===== src/sv/uvd_reply_bit_decoder_assert.svh =====
// Assertion macros shared by the reply bit decoder modules.
`ifndef UVD_REPLY_BIT_DECODER_ASSERT_SVH
`define UVD_REPLY_BIT_DECODER_ASSERT_SVH

// Same-cycle implication, checked out of reset.
`define UVD_ASSERT_IMP(label, ante, cons, msg) \
    label: assert property (@(posedge i_clk) disable iff (!i_rst_n) (ante) |-> (cons)) \
        else $error(msg);

// Next-cycle implication, checked out of reset.
`define UVD_ASSERT_NXT(label, ante, cons, msg) \
    label: assert property (@(posedge i_clk) disable iff (!i_rst_n) (ante) |=> (cons)) \
        else $error(msg);

`endif


===== src/sv/uvd_pkg.sv =====
// Package for the reply bit decoder: types, constants and pulse pair classification.
package uvd_pkg;

    localparam int AMP_W         = 8;
    localparam int SUM_W         = AMP_W + 1;
    localparam int CONF_BITS     = 16;
    localparam int VOTE_W        = CONF_BITS + 1;
    localparam int OUT_BITS      = 20;
    localparam int DATA_BITS_DEF = 20;
    localparam int CFG_IDX_W     = 1;
    localparam int CFG_DATA_W    = AMP_W;
    localparam logic [VOTE_W-1:0] VOTE_MIN = VOTE_W'(19661);

    // Configuration register indexes
    typedef enum logic [CFG_IDX_W-1:0] {
        REG_DECODE_THR = 1'b0,
        REG_CHECK_THR  = 1'b1
    } t_reg_idx;

    // Decision for one pulse pair
    typedef enum logic [1:0] {
        CLS_ZERO = 2'd0,
        CLS_ONE  = 2'd1,
        CLS_NONE = 2'd2
    } t_cls;

    // What a lane hands to the merge stage
    typedef struct packed {
        logic                 done;
        t_cls                 dec_cls;
        t_cls                 chk_cls;
        logic [CONF_BITS-1:0] conf;
    } t_lane_stat;

    // Classify a pulse pair against a threshold; 0.6 and 0.4 ratios by cross-multiplication
    function automatic t_cls classify(input logic [AMP_W-1:0] l, input logic [AMP_W-1:0] r,
                                      input logic [AMP_W-1:0] t);
        logic             la;
        logic             ra;
        logic [SUM_W-1:0] s;
        logic [10:0]      r5;
        logic [10:0]      s3;
        logic [10:0]      s2;
        t_cls             res;
        la  = l > t;
        ra  = r > t;
        s   = {1'b0, l} + {1'b0, r};
        r5  = ({3'b0, r} << 2) + {3'b0, r};
        s3  = ({2'b0, s} << 1) + {2'b0, s};
        s2  = {1'b0, s, 1'b0};
        res = CLS_NONE;
        if (la && !ra) begin
            res = CLS_ZERO;
        end else if (!la && ra) begin
            res = CLS_ONE;
        end else if (la && ra) begin
            if (r5 > s3) begin
                res = CLS_ONE;
            end else if (r5 < s2) begin
                res = CLS_ZERO;
            end
        end
        return res;
    endfunction

endpackage


===== src/sv/uvd_cell_if.sv =====
// Input channel: one reply bit cell with both transmissions.
interface uvd_cell_if import uvd_pkg::*; ();
    logic             valid;
    logic             ready;
    logic [AMP_W-1:0] left_first;
    logic [AMP_W-1:0] right_first;
    logic [AMP_W-1:0] left_second;
    logic [AMP_W-1:0] right_second;

    modport source (output valid, output left_first, output right_first,
                    output left_second, output right_second, input ready);
    modport sink   (input valid, input left_first, input right_first,
                    input left_second, input right_second, output ready);
endinterface


===== src/sv/uvd_word_if.sv =====
// Output channel: decoded data word and error mask.
interface uvd_word_if import uvd_pkg::*; ();
    logic                valid;
    logic                ready;
    logic [OUT_BITS-1:0] data_word;
    logic [OUT_BITS-1:0] fault_mask;

    modport source (output valid, output data_word, output fault_mask, input ready);
    modport sink   (input valid, input data_word, input fault_mask, output ready);
endinterface


===== src/sv/uvd_reply_bit_decoder.sv =====
// Top level of the reply bit decoder: configuration, sequencing, two lanes and merge.
//
// Usage:
//   i_cell carries one reply bit cell: left/right pulse amplitudes of the first
//   and of the repeated transmission. o_word carries the decoded data word and
//   the error mask once DATA_BITS cells have been taken.
//   Thresholds are written through i_cfg_we / i_cfg_idx / i_cfg_data while idle.
// Timing:
//   Both transmissions are decoded side by side in two lanes; each lane's
//   confidence comes from a restoring divider giving one quotient bit per cycle.
//   Ready returns once both lanes are done and the merge step takes the cell, and
//   the word is registered onto o_word when its last cell is taken.
// Reset:
//   i_rst_n is synchronous, active low; it clears thresholds, cell count and
//   accumulators, and drops o_word.valid.
// Stall:
//   The result sits in an output register; cells keep flowing while it waits.
//   Only the last cell of the next word holds in the merge step until o_word
//   is taken, and i_cell.ready stays low meanwhile.
module uvd_reply_bit_decoder import uvd_pkg::*; #(
    parameter int DATA_BITS = DATA_BITS_DEF
) (
    input  logic                  i_clk,
    input  logic                  i_rst_n,
    input  logic                  i_cfg_we,
    input  logic [CFG_IDX_W-1:0]  i_cfg_idx,
    input  logic [CFG_DATA_W-1:0] i_cfg_data,
    uvd_cell_if.sink              i_cell,
    uvd_word_if.source            o_word
);

`include "uvd_reply_bit_decoder_assert.svh"

    typedef enum logic [2:0] {
        ST_IDLE = 3'b001,
        ST_RUN  = 3'b010,
        ST_HOLD = 3'b100
    } t_state;

    t_state           r_state;
    t_state           n_state;
    logic [AMP_W-1:0] r_dec_thr;
    logic [AMP_W-1:0] r_chk_thr;

    logic             w_accept;
    logic             w_take;
    logic             w_take_ok;
    t_lane_stat       w_lane0;
    t_lane_stat       w_lane1;

    // Configuration writes
    always_ff @(posedge i_clk) begin
        if (!i_rst_n) begin
            r_dec_thr <= '0;
            r_chk_thr <= '0;
        end else if (i_cfg_we) begin
            case (t_reg_idx'(i_cfg_idx))
                REG_DECODE_THR: r_dec_thr <= i_cfg_data;
                REG_CHECK_THR:  r_chk_thr <= i_cfg_data;
                default: ;
            endcase
        end
    end

    assign i_cell.ready = r_state == ST_IDLE;
    assign w_accept     = i_cell.valid && i_cell.ready;

    // Sequencer: accept, run the lanes, hand the result to the merge stage
    always_comb begin
        n_state = r_state;
        w_take  = 1'b0;
        case (r_state)
            ST_IDLE: begin
                if (w_accept) begin
                    n_state = ST_RUN;
                end
            end
            ST_RUN: begin
                if (w_lane0.done) begin
                    if (w_take_ok) begin
                        w_take  = 1'b1;
                        n_state = ST_IDLE;
                    end else begin
                        n_state = ST_HOLD;
                    end
                end
            end
            ST_HOLD: begin
                if (w_take_ok) begin
                    w_take  = 1'b1;
                    n_state = ST_IDLE;
                end
            end
            default: n_state = ST_IDLE;
        endcase
    end

    always_ff @(posedge i_clk) begin
        if (!i_rst_n) begin
            r_state <= ST_IDLE;
        end else begin
            r_state <= n_state;
        end
    end

    // First transmission
    uvd_lane u_lane0 (
        .i_clk     (i_clk),
        .i_rst_n   (i_rst_n),
        .i_start   (w_accept),
        .i_left    (i_cell.left_first),
        .i_right   (i_cell.right_first),
        .i_dec_thr (r_dec_thr),
        .i_chk_thr (r_chk_thr),
        .o_stat    (w_lane0)
    );

    // Repeated transmission
    uvd_lane u_lane1 (
        .i_clk     (i_clk),
        .i_rst_n   (i_rst_n),
        .i_start   (w_accept),
        .i_left    (i_cell.left_second),
        .i_right   (i_cell.right_second),
        .i_dec_thr (r_dec_thr),
        .i_chk_thr (r_chk_thr),
        .o_stat    (w_lane1)
    );

    uvd_merge #(
        .DATA_BITS (DATA_BITS)
    ) u_merge (
        .i_clk     (i_clk),
        .i_rst_n   (i_rst_n),
        .i_take    (w_take),
        .i_lane0   (w_lane0),
        .i_lane1   (w_lane1),
        .o_take_ok (w_take_ok),
        .o_word    (o_word)
    );

    `UVD_ASSERT_NXT(a_accept_runs, w_accept, r_state == ST_RUN, "accept did not start lanes")
    `UVD_ASSERT_IMP(a_lanes_sync, 1'b1, w_lane0.done == w_lane1.done, "lanes out of step")
    `UVD_ASSERT_IMP(a_done_in_run, w_lane0.done, r_state == ST_RUN, "lane done outside run")

endmodule


===== src/sv/uvd_lane.sv =====
// One transmission lane: pair classification and a bit-serial confidence divider.
module uvd_lane import uvd_pkg::*; (
    input  logic             i_clk,
    input  logic             i_rst_n,
    input  logic             i_start,
    input  logic [AMP_W-1:0] i_left,
    input  logic [AMP_W-1:0] i_right,
    input  logic [AMP_W-1:0] i_dec_thr,
    input  logic [AMP_W-1:0] i_chk_thr,
    output t_lane_stat       o_stat
);

    localparam int STEP_W = $clog2(CONF_BITS);

    logic                 r_busy;
    logic                 r_done;
    logic [STEP_W-1:0]    r_step;
    logic [SUM_W-1:0]     r_rem;
    logic [SUM_W-1:0]     r_den;
    logic [CONF_BITS-1:0] r_quo;
    t_cls                 r_dec_cls;
    t_cls                 r_chk_cls;

    t_cls                 w_dec_cls;
    logic                 w_both;
    logic [SUM_W-1:0]     w_sum;
    logic [SUM_W-1:0]     w_num;
    logic [SUM_W-1:0]     w_den;
    logic [SUM_W:0]       w_shift;
    logic [SUM_W:0]       w_diff;
    logic                 w_ge;
    logic                 w_last;

    // Numerator and divisor from the decode decision
    always_comb begin
        w_dec_cls = classify(i_left, i_right, i_dec_thr);
        w_both    = (i_left > i_dec_thr) && (i_right > i_dec_thr);
        w_sum     = {1'b0, i_left} + {1'b0, i_right};
        w_den     = w_both ? w_sum : SUM_W'(w_sum + SUM_W'(1));
        case (w_dec_cls)
            CLS_ONE:  w_num = {1'b0, i_right};
            CLS_ZERO: w_num = {1'b0, i_left};
            default:  w_num = '0;
        endcase
    end

    // One quotient bit per cycle; remainder stays below the divisor
    assign w_shift = {r_rem, 1'b0};
    assign w_diff  = w_shift - {1'b0, r_den};
    assign w_ge    = w_shift >= {1'b0, r_den};
    assign w_last  = r_step == STEP_W'(CONF_BITS - 1);

    // Control
    always_ff @(posedge i_clk) begin
        if (!i_rst_n) begin
            r_busy <= 1'b0;
            r_done <= 1'b0;
            r_step <= '0;
        end else begin
            r_done <= r_busy && w_last;
            if (i_start) begin
                r_busy <= 1'b1;
                r_step <= '0;
            end else if (r_busy) begin
                r_step <= STEP_W'(r_step + STEP_W'(1));
                if (w_last) begin
                    r_busy <= 1'b0;
                end
            end
        end
    end

    // Datapath
    always_ff @(posedge i_clk) begin
        if (i_start) begin
            r_rem     <= w_num;
            r_den     <= w_den;
            r_quo     <= '0;
            r_dec_cls <= w_dec_cls;
            r_chk_cls <= classify(i_left, i_right, i_chk_thr);
        end else if (r_busy) begin
            r_rem <= w_ge ? w_diff[SUM_W-1:0] : w_shift[SUM_W-1:0];
            r_quo <= {r_quo[CONF_BITS-2:0], w_ge};
        end
    end

    assign o_stat.done    = r_done;
    assign o_stat.dec_cls = r_dec_cls;
    assign o_stat.chk_cls = r_chk_cls;
    assign o_stat.conf    = r_quo;

endmodule


===== src/sv/uvd_merge.sv =====
// Merge stage: votes over both lanes, gathers the word and holds the result.
module uvd_merge import uvd_pkg::*; #(
    parameter int DATA_BITS = DATA_BITS_DEF
) (
    input  logic       i_clk,
    input  logic       i_rst_n,
    input  logic       i_take,
    input  t_lane_stat i_lane0,
    input  t_lane_stat i_lane1,
    output logic       o_take_ok,
    uvd_word_if.source o_word
);

`include "uvd_reply_bit_decoder_assert.svh"

    localparam int CNT_W = (DATA_BITS > 1) ? $clog2(DATA_BITS) : 1;

    logic [CNT_W-1:0]    r_cnt;
    logic [OUT_BITS-1:0] r_data_acc;
    logic [OUT_BITS-1:0] r_err_acc;
    logic                r_out_valid;
    logic [OUT_BITS-1:0] r_data_word;
    logic [OUT_BITS-1:0] r_fault_mask;

    logic [VOTE_W-1:0]   w_one;
    logic [VOTE_W-1:0]   w_zero;
    logic                w_data_bit;
    logic                w_err_bit;
    logic [OUT_BITS-1:0] w_bit;
    logic [OUT_BITS-1:0] n_data_acc;
    logic [OUT_BITS-1:0] n_err_acc;
    logic                n_out_valid;
    logic                w_last;

    // Confidence votes
    always_comb begin
        w_one  = '0;
        w_zero = '0;
        if (i_lane0.dec_cls == CLS_ONE) begin
            w_one = w_one + VOTE_W'(i_lane0.conf);
        end else if (i_lane0.dec_cls == CLS_ZERO) begin
            w_zero = w_zero + VOTE_W'(i_lane0.conf);
        end
        if (i_lane1.dec_cls == CLS_ONE) begin
            w_one = w_one + VOTE_W'(i_lane1.conf);
        end else if (i_lane1.dec_cls == CLS_ZERO) begin
            w_zero = w_zero + VOTE_W'(i_lane1.conf);
        end
    end

    assign w_data_bit = (w_one > w_zero) && (w_one >= VOTE_MIN);
    assign w_err_bit  = (i_lane0.chk_cls == CLS_NONE) || (i_lane1.chk_cls == CLS_NONE) ||
                        (i_lane0.chk_cls != i_lane1.chk_cls);

    // Cells past the output width shift out to nothing
    assign w_bit      = {{(OUT_BITS-1){1'b0}}, 1'b1} << r_cnt;
    assign n_data_acc = r_data_acc | (w_data_bit ? w_bit : '0);
    assign n_err_acc  = r_err_acc | (w_err_bit ? w_bit : '0);
    assign w_last     = r_cnt == CNT_W'(DATA_BITS - 1);

    // Last cell may go only when the result register is free
    assign o_take_ok = !w_last || !r_out_valid || o_word.ready;

    // Result register: freed by the sink, refilled by the last cell of a word
    assign n_out_valid = (r_out_valid && !o_word.ready) || (i_take && w_last);

    // Accumulators and result register
    always_ff @(posedge i_clk) begin
        if (!i_rst_n) begin
            r_cnt       <= '0;
            r_data_acc  <= '0;
            r_err_acc   <= '0;
            r_out_valid <= 1'b0;
        end else begin
            r_out_valid <= n_out_valid;
            if (i_take) begin
                if (w_last) begin
                    r_cnt       <= '0;
                    r_data_acc  <= '0;
                    r_err_acc   <= '0;
                end else begin
                    r_cnt      <= CNT_W'(r_cnt + CNT_W'(1));
                    r_data_acc <= n_data_acc;
                    r_err_acc  <= n_err_acc;
                end
            end
        end
    end

    always_ff @(posedge i_clk) begin
        if (i_take && w_last) begin
            r_data_word  <= n_data_acc;
            r_fault_mask <= n_err_acc;
        end
    end

    assign o_word.valid      = r_out_valid;
    assign o_word.data_word  = r_data_word;
    assign o_word.fault_mask = r_fault_mask;

    `UVD_ASSERT_IMP(a_emit_wraps, $rose(r_out_valid), r_cnt == '0, "result without count wrap")
    `UVD_ASSERT_IMP(a_emit_after_take, $rose(r_out_valid), $past(i_take), "result without a cell")
    `UVD_ASSERT_NXT(a_accum_clear, i_take && w_last, (r_data_acc == '0) && (r_err_acc == '0),
                    "accumulators not cleared after word")

endmodule


===== src/flat_wrapper.sv =====
// flat-port wrapper written by rule: the top's interface ports become plain ports
module uvd_reply_bit_decoder_flat import uvd_pkg::*;
#(
    parameter int DATA_BITS = DATA_BITS_DEF
)
  (i_clk, i_rst_n, i_cfg_we, i_cfg_idx, i_cfg_data, i_cell_valid, i_cell_left_first, i_cell_right_first, i_cell_left_second, i_cell_right_second, i_cell_ready, o_word_valid, o_word_data_word, o_word_fault_mask, o_word_ready);
  uvd_cell_if i_cell_i ();
  uvd_word_if o_word_i ();
  input  logic i_clk;
  input  logic i_rst_n;
  input  logic i_cfg_we;
  input  logic [CFG_IDX_W-1:0] i_cfg_idx;
  input  logic [CFG_DATA_W-1:0] i_cfg_data;
  input wire logic [$bits(i_cell_i.valid)-1:0] i_cell_valid;
  input wire logic [$bits(i_cell_i.left_first)-1:0] i_cell_left_first;
  input wire logic [$bits(i_cell_i.right_first)-1:0] i_cell_right_first;
  input wire logic [$bits(i_cell_i.left_second)-1:0] i_cell_left_second;
  input wire logic [$bits(i_cell_i.right_second)-1:0] i_cell_right_second;
  output wire logic [$bits(i_cell_i.ready)-1:0] i_cell_ready;
  output wire logic [$bits(o_word_i.valid)-1:0] o_word_valid;
  output wire logic [$bits(o_word_i.data_word)-1:0] o_word_data_word;
  output wire logic [$bits(o_word_i.fault_mask)-1:0] o_word_fault_mask;
  input wire logic [$bits(o_word_i.ready)-1:0] o_word_ready;
  assign i_cell_i.valid = i_cell_valid;
  assign i_cell_i.left_first = i_cell_left_first;
  assign i_cell_i.right_first = i_cell_right_first;
  assign i_cell_i.left_second = i_cell_left_second;
  assign i_cell_i.right_second = i_cell_right_second;
  assign i_cell_ready = i_cell_i.ready;
  assign o_word_valid = o_word_i.valid;
  assign o_word_data_word = o_word_i.data_word;
  assign o_word_fault_mask = o_word_i.fault_mask;
  assign o_word_i.ready = o_word_ready;
  uvd_reply_bit_decoder #(.DATA_BITS(DATA_BITS)) u_core (.i_clk(i_clk), .i_rst_n(i_rst_n), .i_cfg_we(i_cfg_we), .i_cfg_idx(i_cfg_idx), .i_cfg_data(i_cfg_data), .i_cell(i_cell_i), .o_word(o_word_i));
endmodule

===== config.mk =====
export PLATFORM = sky130hd
export DESIGN_NAME = uvd_reply_bit_decoder_flat
export DESIGN_NICKNAME = d
export VERILOG_FILES = /design/src/sv/uvd_pkg.sv /design/src/sv/uvd_cell_if.sv /design/src/sv/uvd_word_if.sv /design/src/sv/uvd_reply_bit_decoder.sv /design/src/sv/uvd_lane.sv /design/src/sv/uvd_merge.sv /design/src/flat_wrapper.sv
export VERILOG_INCLUDE_DIRS = /design/src /design/src/sv
export SDC_FILE = /design/constraint.sdc
export NUM_CORES = 1
export LEC_CHECK = 0
export ABC_AREA = 1
export BUFFER_PORTS_ARGS = -buffer_cell sky130_fd_sc_hd__buf_2
export CAP_MARGIN = 20
export CORE_MARGIN = 5
export CORE_UTILIZATION = 55
export DETAILED_ROUTE_END_ITERATION = 6
export GPL_TIMING_DRIVEN = 0
export PLACE_DENSITY = 0.73
export SLEW_MARGIN = 10
export SYNTH_ARGS = -nofsm -noshare
export SYNTH_HDL_FRONTEND = slang
export SYNTH_SLANG_ARGS = --single-unit

===== constraint.sdc =====
create_clock -name i_clk -period 8.2 [get_ports i_clk]
set_clock_uncertainty 0.1 [all_clocks]
set_input_delay 0.82 -clock i_clk [delete_from_list [all_inputs] [get_ports i_clk]]
set_output_delay 0.82 -clock i_clk [all_outputs]
set_load 0.02 [all_outputs]

==> impl_metrics.toml, run 1 <==
[cts]
cts_tree = "built"
cts_sinks = 192
cts_resized = 0
htree_levels = 4
ctsHoldBuffers = 0
clockBufferDepth = 2
worstSkewPairLatency_ns = 0.44
cts-root-buf = "clkbuf_16"
path_clk_slew_ns = 0.08
cts_setup_buffers = 0
cts_inserted_buffers = 17

[floorplan]
start_util_pct = 55.61
design.die.area_um2 = 31540
die_w_um = 177.6
boundaryPins = 88
die_y_um = 177.6
fp-row-count = 61
coreArea_um2 = 27780

[synthesis]
ys_async_sr_fraction_pct = 0
synth_area_um2 = 15450
synth.most_common_cell = "nand2_1"
netlist.area_leader.share_pct = 18.30
avgSynthCellArea_um2 = 7.596
synth_cells = 2034
synth_seq_area_share_pct = 30.32
yosys_register_bits = 192
synthFlopType = "dfxtp_1"
yosys.area.top_type = "ha_1"
synth_fp_nets = 2316
synthTopCellsByArea = "ha_1, edfxtp_1, dfxtp_1, nand2_1, inv_1"
synth_common_cells = "nand2_1, inv_1, ha_1, a21oi_1, nor2_1"
synth_cell_type_count = 52
yosysWarnings = 0
synth-edff-count = 84

[pwr]
power_frac_seq_pct = 28.0
p_leak_uw = 0.008121
p_sw_share_pct = 46.24
p_int_uw = 2589
power.share.clock_pct = 18.6
max-vdd-ir-drop_uv = 160.2
pwr-share-comb_pct = 53.4
pwr_density_cell_nw_per_um2 = 282.7
power_switching_uw = 2227

[final_layout]
nets = 2422
nFillCells = 2529
antenna_cells = 0
regArea_um2 = 4684
multi_input_area_um2 = 9388
syn2layout_area_growth_pct = 10.26
drive_above_1_share_pct = 9.847
stdcell_count = 2531

[drt]
drtIter0Drc = 921
wirelength_um = 36720
drc = 0
wire_per_inst_um = 14.51
via_per_inst = 5.453
firstDrtPassIters = 5
num_vias = 13800
ant_nets = 0

[timing]
max_slew_margin_pct = 44.11
post-route-min-period_ns = 5.464
max_freq_ghz = 0.1830
hold_viol = 0
slew_violations = 0
fin_crit_sh_pct = 66.63
setup_viol = 0
tns_ns = 0
rsz0062_at_grt = "no"
worst_slew_pin_slew_ns = 0.8384

[global_route]
grt_max_degree = 36
antenna_found_initial = 0
grt_pass1_vias = 13120
grt-ovfl-total = 0
grt_pass1_wl_um = 60860
grtUsageTotal_pct = 23.32

[critical_path]
cp.arrival_ns = 5.56
critPathLaunchType = "input port"
crit_type = "input port to flip-flop"
rr_worst_depth = 26
rrSetupSlack_ns = 3.30
critPathCaptureType = "flip-flop"
critPathRequiredTime_ns = 8.29
worstPathMaxFanout = 10

[status]
status = "finished clean"

[place]
io_buffers = 86
gp_congestion = 0.8918
dpl.hpwl_um = 29300
dp_cells = 2499

[run]
drv_cap = 0

[worst_hold_path]
hold_class = "flip-flop to flip-flop"
hold_path_depth = 2
==> power groups by stage <==
stage / clock [uW] / sequential (uW) / combinational [uW]
finish: 897 / 1350 / 2570
global route: 947 / 1370 / 2910
CTS: 904 / 1350 / 2550
detailed placement: 0 / 1370 / 2520
global placement: 0 / 1370 / 2440
floorplan: 0 / 1340 / 1950
==> cell type report <==
| class | instances | area share [%] |
|---|---|---|
| Clock inverter | 15 | 1.293 |
| Multi-Input combinational cell | 1486 | 55.11 |
| Tap cell | 378 | 2.776 |
| Clock buffer | 17 | 2.497 |
| Inverter | 314 | 6.919 |
| Buffer | 42 | 1.219 |
| Sequential cell | 192 | 27.50 |
| Timing Repair Buffer | 87 | 2.688 |
==> state kept, by name (all words and copies together), names as in the netlist, 4 cells and up <==
| register | flops |
|---|---|
| u_core.u_lane0.r_den | 9 |
| u_core.u_merge.o_word.data_word | 20 |
| u_core.u_lane0.r_rem | 9 |
| u_core.u_merge.o_word.fault_mask | 20 |
| u_core.u_lane1.r_quo | 16 |
| u_core.u_merge.r_data_acc | 20 |
| u_core.u_lane0.r_quo | 16 |
| u_core.u_merge.r_cnt | 5 |
| u_core.u_lane0.r_step | 4 |
| u_core.u_merge.r_err_acc | 20 |
| u_core.r_chk_thr | 8 |
| u_core.u_lane1.r_step | 4 |
| u_core.r_dec_thr | 8 |
| u_core.u_lane1.r_den | 9 |
| u_core.u_lane1.r_rem | 9 |
==> worst paths after layout <==
kind,from,endpoint
min reg2reg,u_core.u_merge.r_data_acc[18],u_core.u_merge.r_data_acc[18]
min,u_core.u_merge.r_data_acc[18],u_core.u_merge.r_data_acc[18]
max reg2reg,u_core.u_lane0.r_dec_cls[0],u_core.u_merge.o_word.data_word[1]
max,i_cell_right_first[2],u_core.u_lane0.r_rem[5]
==> placed cells by master, fill, tap and decap left out, drive strengths merged <==
cell | Yosys | layout
o21ai | 142 | 142
o221ai | 2 | 2
or2 | 8 | 8
nand3b | 13 | 13
ha | 226 | 226
o31ai | 4 | 4
clkbuf | 28 | 45
o21a | 3 | 3
o22ai | 31 | 31
a22oi | 1 | 1
o21bai | 9 | 9
a21o | 4 | 4
a21oi | 195 | 195
fa | 10 | 10
o2111ai | 2 | 2
inv | 313 | 325
xor2 | 53 | 53
xnor2 | 18 | 18
a31oi | 1 | 1
nand4 | 26 | 26
edfxtp | 84 | 84
a21boi | 8 | 8
nand2 | 412 | 412
clkinv | 1 | 4
nand3 | 92 | 92
and3 | 1 | 1
dfxtp | 108 | 108
o211ai | 17 | 17
a32oi | 2 | 2
nor3 | 19 | 19
nor2 | 172 | 172
o311ai | 1 | 1
nor3b | 1 | 1
a211oi | 12 | 12
buf | 14 | 101
nor4 | 1 | 1
==> critical path: stages <==
cell and delay [ns]:
buf_2 0.16, ha_1 0.35, or2_2 0.30, nand3b_1 0.12, nand2_1 0.08, a21oi_1 0.12, o21ai_0 0.10, xor2_1 0.43
inv_1 0.13, ha_1 0.34, inv_1 0.07, nor2_1 0.11, nand2_1 0.05, o21ai_0 0.25, a21oi_1 0.13, ha_1 0.33
nand4_1 0.15, nor3_1 0.28, nand2_1 0.11, o2111ai_1 0.20, nand2_1 0.18, nand2_1 0.09, nand2_1 0.07, clkbuf_1 0.22
nand4_1 0.14, nand2_1 0.08, nand2_1 0.06, nand2_1 0.06
==> layer usage <==
layer / up-vias / track usage, % / routed length, um
met2: 353 / 40.15 / 17190
met4: 0 / 6.800 / 875
met3: 64 / 2.919 / 1752
li1: 7024 / - / -
met5: - / 0 / 0
met1: 6361 / 30.82 / 16900
==> stage by stage <==
step	power, uW	instance area, um^2	hold slack (ns)	setup slack, ns	utilization (%)
final	4816	17040	0.3847	2.736	61.32
after CTS	4803	17040	0.3836	2.788	61.32
after detailed placement	3895	16390	0.3710	2.373	58.99
after global placement	3807	16350	0.3631	2.399	58.86
after floorplan	3295	15450	0.3562	3.365	-
after global routing	5222	17040	0.3940	2.283	61.32
==> cell families (layout without fill, tap and decap cells) <==
kind of cell | count (synthesis) | count (layout) | synth area share [%]
DFF | 192 | 192 | 30.32
AOI/OAI and AO/OA | 434 | 434 | 16.02
buffers and inverters | 356 | 475 | 8.965
and+or+nand+nor | 745 | 745 | 21.07
xor gates and xnor gates | 71 | 71 | 4.025
adders and majority gates | 236 | 236 | 19.60
(Power assumes the default switching activity.)
==> inputs of run 2 (changes only) <==
--- a/config.mk
+++ b/config.mk
@@ -13,7 +13,7 @@
 export CORE_UTILIZATION = 55
 export DETAILED_ROUTE_END_ITERATION = 6
 export GPL_TIMING_DRIVEN = 0
-export PLACE_DENSITY = 0.73
+export PLACE_DENSITY = 0.76
 export SLEW_MARGIN = 10
 export SYNTH_ARGS = -nofsm -noshare
 export SYNTH_HDL_FRONTEND = slang
==> constraint.sdc (replaced) <==
create_clock -name i_clk -period 4.9 [get_ports i_clk]
set_clock_uncertainty 0.1 [all_clocks]
set_input_delay 0.49 -clock i_clk [delete_from_list [all_inputs] [get_ports i_clk]]
set_output_delay 0.49 -clock i_clk [all_outputs]
set_load 0.02 [all_outputs]
==> run 2 against run 1 <==
Against the previous run:
- clock power grew 62%
- final cell count grew 0.20%
- flip-flop and latch count stayed put
- register-to-register slack got worse by 2.8 ns
- hold slack got worse by 0.19 ns
==> impl_metrics.toml, run 2 (same netlist as run 1, synthesis figures left out) <==
[cts]
path_clk_slew_ns = 0.07
clockBufferDepth = 2
worstSkewPairLatency_ns = 0.45
ctsHoldBuffers = 0
cts_inserted_buffers = 17
htree_levels = 4
cts-root-buf = "clkbuf_16"
cts_tree = "built"
cts_sinks = 192

[timing]
worst_slew_pin_slew_ns = 0.8467
layout_setup_ws_ns = 0.2812
tns_ns = 0
setup_viol = 0
max_freq_ghz = 0.2165
max_slew_margin_pct = 43.55
post-route-min-period_ns = 4.619
hold-worst-slack_ns = 0.1986
slew_violations = 0
hold_viol = 0
fin_crit_sh_pct = 94.26

[global_route]
grt.met2_usage_pct = 40.37
use_met1_pct = 30.95
grt-ovfl-total = 0
grt-busiest-layer = "met2"
antenna_found_initial = 0
grt_max_degree = 36
grt_pass1_wl_um = 61790
grtUsageTotal_pct = 23.69
grt_pass1_vias = 13380
grtUsageMet3_pct = 3.409

[final_layout]
stdcell_count = 2536
nets = 2427
final_cell_area_um2 = 17190
nFillCells = 2464
drive_above_1_share_pct = 11.40
regArea_um2 = 4684
multi_input_area_um2 = 9509
syn2layout_area_growth_pct = 11.29
final_common_cell = "nand2_1"
most-common-layout-cells = "nand2_1, inv_1, ha_1, a21oi_1, nor2_1"
antenna_cells = 0

[worst_hold_path]
hold_path_depth = 3
hold_class = "input port to flip-flop"

[drt]
ant_nets = 0
wirelength_um = 36770
firstDrtPassIters = 6
drc = 0
num_vias = 13850
wire_per_inst_um = 14.50
drtIter0Drc = 943
via_per_inst = 5.462

[run]
drv_cap = 0

[pwr]
pwr_density_cell_nw_per_um2 = 470.6
pwr-share-comb_pct = 54.1
max-vdd-ir-drop_uv = 291.5
p_leak_uw = 0.008354
power_frac_seq_pct = 28.0
power_switching_uw = 3733
power.share.clock_pct = 18.0
p_int_uw = 4359
p_sw_share_pct = 46.13

[floorplan]
die_w_um = 177.6
fp-row-count = 61
design.die.area_um2 = 31540
coreArea_um2 = 27780
die_y_um = 177.6
start_util_pct = 55.61
boundaryPins = 88

[critical_path]
critPathLaunchType = "input port"
critPathCaptureType = "flip-flop"
critPathRequiredTime_ns = 4.99
rr_worst_depth = 27
worstPathMaxFanout = 10
crit_type = "input port to flip-flop"
cp.arrival_ns = 4.71

[place]
dpl.hpwl_um = 29110
post-place-ws_ns = -0.6473
post_dp_cell_area_um2 = 16390
io_buffers = 86
gp_congestion = 0.8935
dp_cells = 2499

[status]
status = "finished clean"
==> run 2: changes by cell type in the layout (fill, tap and decap cells not counted), sizes merged <==
cell,change
clkinv,+6
clkbuf,-5
buf,+10
inv,-7
clkinvlp,+1
==> run 2: final timing paths <==
kind	from	endpoint	slack, ns
max reg2reg	u_core.u_lane0.r_dec_cls[1]	u_core.u_merge.o_word.data_word[0]	0.46
min	i_cfg_data[0]	u_core.r_dec_thr[0]	0.20
max	i_cell_right_first[2]	u_core.u_lane0.r_rem[0]	0.28
min reg2reg	u_core.u_merge.r_data_acc[13]	u_core.u_merge.r_data_acc[13]	0.39
==> run 2: stage by stage <==
stage | util [%] | total power (uW)
3_3_place_gp | 58.86 | 6354
2_1_floorplan | - | 5515
6_report | 61.89 | 8092
5_1_grt | 61.89 | 8849
3_5_place_dp | 58.99 | 6505
4_1_cts | 61.34 | 7987
==> run 2: cell type report <==
class                      instances  area share [%]
timing repair buffer              93           2.925
clock buffer                      17           2.474
buffer                            41           1.237
clock inverter                    15           1.208
sequential                       192           27.24
inverter                         314           6.855
tap                              378           2.751
multi-input combinational       1486           55.30
==> run 2: power groups by stage <==
stage	clock [uW]	combinational, uW	sequential (uW)
6_report	1450	4370	2260
5_1_grt	1540	5010	2300
4_1_cts	1470	4250	2270
3_5_place_dp	0	4200	2300
3_3_place_gp	0	4060	2290
2_1_floorplan	0	3270	2240
==> run 2: worst max-delay path, cell delays in order <==
cell      delay (ns)
buf_2           0.16
ha_1            0.35
or2_2           0.30
nand2_1         0.08
xor2_1          0.35
ha_1            0.35
a21oi_1         0.20
nand2_1         0.07
nand2_1         0.07
nand2_1         0.05
a21oi_1         0.21
nor2_1          0.07
nand2_1         0.07
o21ai_1         0.08
xnor2_1         0.15
ha_1            0.30
nand4_1         0.13
nor3_2          0.22
buf_4           0.14
o211ai_1        0.16
nand2_2         0.15
nand2_1         0.06
nand2_1         0.09
buf_4           0.16
o21ai_0         0.08
inv_1           0.09
a21oi_1         0.06
==> run 2: routing by layer <==
layer	part of all wire, %	vias to the layer above	wire, um
li1	-	7037	-
met1	45	6379	16560
met2	47	359	17400
met3	4.7	76	1739
met4	2.9	0	1061
met5	0	-	0
==> run 2: repair_timing <==
| action | 4_1_cts | 5_1_grt |
|---|---|---|
| endpoints found under the setup margin | 14 | 56 |
| pin swaps | 1 | 9 |
| buffers inserted | 1 | 5 |
| resized for setup | 3 | 45 |
